## src/entity_id_allocator_with_signatures_macros.svh

```systemverilog
// Assertion macros shared by the allocator RTL.
// Depends on nothing; users provide clk and arst_n in scope.
`ifndef ENTITY_ID_ALLOCATOR_WITH_SIGNATURES_MACROS_SVH
`define ENTITY_ID_ALLOCATOR_WITH_SIGNATURES_MACROS_SVH

`ifndef SYNTHESIS
// Same-cycle implication, disabled during reset.
`define EIA_ASSERT_IMP(label, ante, cons) \
	label: assert property (@(posedge clk) disable iff (!arst_n) (ante) |-> (cons)) \
		else $error("allocator assertion failed");
// Next-cycle implication, disabled during reset.
`define EIA_ASSERT_NXT(label, ante, cons) \
	label: assert property (@(posedge clk) disable iff (!arst_n) (ante) |=> (cons)) \
		else $error("allocator assertion failed");
`else
`define EIA_ASSERT_IMP(label, ante, cons)
`define EIA_ASSERT_NXT(label, ante, cons)
`endif

`endif

```

## src/eia_ram.sv

```systemverilog
// Generic single-write, single-read RAM with a registered read port.
// Depends on nothing.
module eia_ram #(
	parameter int WIDTH = 8,
	parameter int DEPTH = 256
) (
	input  logic                     clk,
	input  logic                     we,
	input  logic [$clog2(DEPTH)-1:0] waddr,
	input  logic [WIDTH-1:0]         wdata,
	input  logic                     re,
	input  logic [$clog2(DEPTH)-1:0] raddr,
	output logic [WIDTH-1:0]         rdata
);

	logic [WIDTH-1:0] mem_q [DEPTH];

	// Write port.
	always_ff @(posedge clk) begin
		if (we) begin
			mem_q[waddr] <= wdata;
		end
	end

	// Read port; data holds while no read is issued.
	always_ff @(posedge clk) begin
		if (re) begin
			rdata <= mem_q[raddr];
		end
	end

endmodule

```

## config.mk

```make
export PLATFORM = sky130hd
export DESIGN_NAME = eia_ram
export DESIGN_NICKNAME = d
export VERILOG_FILES = /design/src/entity_id_allocator_with_signatures_macros.svh /design/src/eia_ram.sv
export SDC_FILE = /design/constraint.sdc
export NUM_CORES = 2
export LEC_CHECK = 0
export BUFFER_PORTS_ARGS = -buffer_cell sky130_fd_sc_hd__buf_2
export CAP_MARGIN = 30
export CORE_MARGIN = 1.5
export CORE_UTILIZATION = 50
export CTS_CLUSTER_DIAMETER = 150
export DETAILED_ROUTE_END_ITERATION = 6
export GPL_ROUTABILITY_DRIVEN = 0
export PLACE_DENSITY = 0.61
export SYNTH_ARGS = -nofsm -noshare
export SYNTH_HDL_FRONTEND = slang
export SYNTH_SLANG_ARGS = --single-unit
```

## constraint.sdc

```tcl
create_clock -name clk -period 4.4 [get_ports clk]
set_clock_uncertainty 0.2 [all_clocks]
set_input_delay 0.88 -clock clk [delete_from_list [all_inputs] [get_ports clk]]
set_output_delay 0.88 -clock clk [all_outputs]
set_load 0.005 [all_outputs]
```

# After elaboration in Yosys (flattened, before gate mapping)
# Memories as Yosys holds them, arrays and structs flattened. A register that Yosys moved wholly into a read port is not among the register bits.
# Index checks and enable logic that the tools add are counted.
[totals] ff_bits=0 mem_bits_rw=2048 in_bits=27 out_inout_bits=8 wordCells=3 memories=1
[classes] muxes=2
[mem_list] memory="mem_q" words=256 word_bits=8 read_ports=1 rd_clocked_by_memory_dff=1 write_ports=1 line_no="eia_ram.sv:16" source="logic [WIDTH-1:0] mem_q [DEPTH];"
[ops] op="$mux W1" n=2

# Logic depth before layout (Yosys ltp)
[depth] word_depth=2 mapped_depth=11 ltp_nobuf=6

# Worst setup path after synthesis
# Ideal clock, no wire load.
[synth_path] path_type="input port to flip-flop" startpoint="input port raddr[0]" endpoint="register rdata[2] (read register of mem_q), data pin" arrival_time_ns=2.687 path_slack_ns=1.244 stages=9 n_path_buf=4 cell_sequence="buf_6 -> buf_12 -> buf_8 -> buf_2 -> mux4_2 -> a22oi_1 -> a21oi_1 -> nor4_1 -> nor4_2"
[synth_lines] item="from (decl)" line_no="eia_ram.sv:12" source="input logic [$clog2(DEPTH)-1:0] raddr,"
[synth_lines] item="to (decl)" line_no="eia_ram.sv:13" source="output logic [WIDTH-1:0] rdata"

==> impl_metrics.csv <==
group,metric,value,unit
run_status,status,"finished, final reports clean",
logic_synthesis,ys_seq_area_frac,0.775,
floorplan,design.core.area,158000,um2
logic_synthesis,synth_area_per_cell,21.3,um2
cells_and_area,nets,4214,
setup_path,r2r-start,"mem_q[81][5]$_DFFE_PP_",
clock_network,postCtsSetupBuffers,0,
power,internal_power,32300,uW
clock_network,cts_buffers,205,
cells_and_area,fillers,11461,
logic_synthesis,synth_cells,3733,
route,ant_nets,0,
route,vias,39737,
setup_path,worstSetupPathType,"in2reg",
clock_network,insertion_delay,820,ps
global_route,grt_max_degree,127,
logic_synthesis,synth_edf_count,2056,
cells_and_area,area_delta_synth_final,14.9,%
flow_run,drv_cap,0,
setup_path,path_max_fanout,24,
route,drt_wl_total,202000,um
sta,timing.final.ws_setup,616,ps
clock_network,cts.htree.levels,4,
power,clockPowerShare,0.420,
logic_synthesis,synth_top_area_frac,0.775,
logic_synthesis,synth_area,79600,um2
floorplan,rows,146,
clock_network,path_clk_slew,60,ps
setup_path,cp_data_required_time,4730,ps
setup_path,crit_end,"rdata[5]$_DFFE_PP_",
floorplan,start_util,0.503,
setup_path,r2r.worst_path.cells,6,
floorplan,die_area,162000,um2
global_route,grt_pass1_vias,39958,
power,pwr-share-seq,0.530,
floorplan,io_pins,35,
min_path,hold_path.class,"in2reg",
logic_synthesis,yosysWarnings,0,
setup_path,reg2reg_slack,950,ps
route,dr.pass1.iters,6,
clock_network,clock_path_buffers,3,
route,wire_per_inst,31.5,um
logic_synthesis,synth.top_cells.by_count,"2,056 x edfxtp_1, 454 x mux4_2, 282 x nor2_1",
logic_synthesis,synth_cell_type_count,54,
clock_network,cts_tree,"yes",
power,ir_drop,0.379,mV
sta,fin_crit_sh,0.860,
power,p_per_area,446,nW/um2
floorplan,dieHeight,402,um
sta,slew_headroom,0.291,
sta,hold_viol,0,
logic_synthesis,ys_seq_elements,2056,
route,drcViolationCount,0,
logic_synthesis,yosys_most_used_dff,"edfxtp_1",
route,vias_per_cell,6.18,
sta,clock.fmax,264,MHz
global_route,grt_pass1_wl,291000,um
setup_path,critPathLaunchType,"input port",
clock_network,cts.sinks,2056,
setup_path,worstReg2RegEnd,"rdata[5]$_DFFE_PP_",
logic_synthesis,syn_nets,3760,
sta,rsz0062_at_grt,"no",
power,switchingPower,8560,uW
logic_synthesis,yosysMostFrequentCell,"edfxtp_1",
setup_path,cp-startpoint,"raddr[0]",
sta,drv_slew,0,
placement,place_hpwl,129000,um
logic_synthesis,yosys.area.top_type,"edfxtp_1",
power,comb_power_share,0.051,
sta,setup_violations,0,
route,drt_iter0_drc,4929,
placement,portBuffers,34,
logic_synthesis,synthTopCellsByArea,"edfxtp_1 78%, mux4_2 13%, mux2i_1 1.7%",
global_route,antenna_found_initial,18,
power,switching_share,0.210,
cells_and_area,drive_above_1_share,0.283,
sta,tightest_slew,1060,ps
cells_and_area,final_core_util,0.578,
floorplan,die_w,402,um
sta,setup_tns,0,ps
setup_path,end_kind,"register",
clock_network,cts_resized,0,
clock_network,cts-root-buf,"clkbuf_16",
sta,min_period,3780,ps
power,leakage,0.0291,uW
global_route,grt_overflow,0,
placement,pre_cts_slack,-230,ps
clock_network,cts_hold_buf,0,
logic_synthesis,ys_async_sr_fraction,0,
global_route,grtUsageTotal,0.252,
setup_path,arrival,4110,ps
[worst max-delay path: stages]
cell      delay [ps]
buf_8            260
buf_12           270
mux4_2           530
a22o_1           290
a221oi_1         550
o32ai_1          320
nor3_1           820
nor4_1           150
[sequential cells by signal, summed over array words and instances, names as in the netlist]
name and count:
mem_q 2048, rdata 8
[stage by stage]
step,area (um2),hold WS [ps],std cells,power [uW]
CTS,91500,284,6422,41100
finish,91500,311,6427,40800
global placement,84900,856,6049,24100
detailed placement,84900,882,6052,24100
global route,91500,290,6423,41900
floorplan,79600,664,3733,23100
[kinds of logic (layout without fill, tap and decap cells)]
kind of cell | count (synthesis) | count (layout) | synth area share
multiplexers | 591 | 591 | 0.146
buffers and inverters | 235 | 852 | 0.0183
other | 0 | 5 | 0
AO/OA/AOI/OAI | 385 | 385 | 0.0342
AND/OR/NAND/NOR | 466 | 466 | 0.0263
flip-flops | 2056 | 2056 | 0.775
[power by group through the flow]
stage | Clock [uW] | Sequential (uW) | Combinational [uW]
floorplan | 0 | 22000 | 1050
global placement | 0 | 22000 | 2070
detailed placement | 0 | 22000 | 2090
CTS | 17400 | 21600 | 2090
global route | 18100 | 21600 | 2180
finish | 17100 | 21600 | 2070
[worst min path at each step]
stage,from,end,slack [ps],depth (start not counted)
CTS,re,rdata[5]$_DFFE_PP_,280,1
floorplan,mem_q[40][3]$_DFFE_PP_,rdata[3]$_DFFE_PP_,660,6
global route,re,rdata[5]$_DFFE_PP_,290,1
finish,wdata[4],mem_q[69][4]$_DFFE_PP_,310,1
detailed placement,mem_q[40][3]$_DFFE_PP_,rdata[3]$_DFFE_PP_,880,6
global placement,mem_q[40][3]$_DFFE_PP_,rdata[3]$_DFFE_PP_,860,6
[cell type report]
class / count / area, um2 / area share
Tap cell: 2072 / 2590 / 0.0283
Antenna cell: 5 / 12.5 / 0.000137
Multi-Input combinational cell: 1442 / 16500 / 0.180
Clock buffer: 259 / 5480 / 0.0599
Timing Repair Buffer: 480 / 4090 / 0.0448
Clock inverter: 111 / 1050 / 0.0115
Sequential cell: 2056 / 61700 / 0.675
Inverter: 2 / 7.51 / 0.0000821
[cells in the final DEF, fill, tap and decap left out, types with 16 or more instances in the layout]
cell       instances
a21oi_1           96
nand3_1           33
nand2_1           33
nor4_1            23
o22ai_1           28
mux2i_1          134
clkbuf_1          47
edfxtp_1        2056
o221ai_1          46
bufinv_16         20
buf_4            408
mux4_2           454
a211oi_1          16
nor2b_1           28
a22oi_1          133
clkbuf_16        212
buf_12            38
clkinv_1          49
nor2_1           279
buf_2             24
clkinv_2          32
nor3_1            22
[metal layers]
layer,vias up,track usage,routed length [um]
met3,335,0.0468,16000
met2,1759,0.395,96900
met4,2,0.0768,5980
met1,21030,0.364,83300
li1,16611,-,-
met5,-,0,19
No activity file was read; power rests on OpenSTA's default activity.
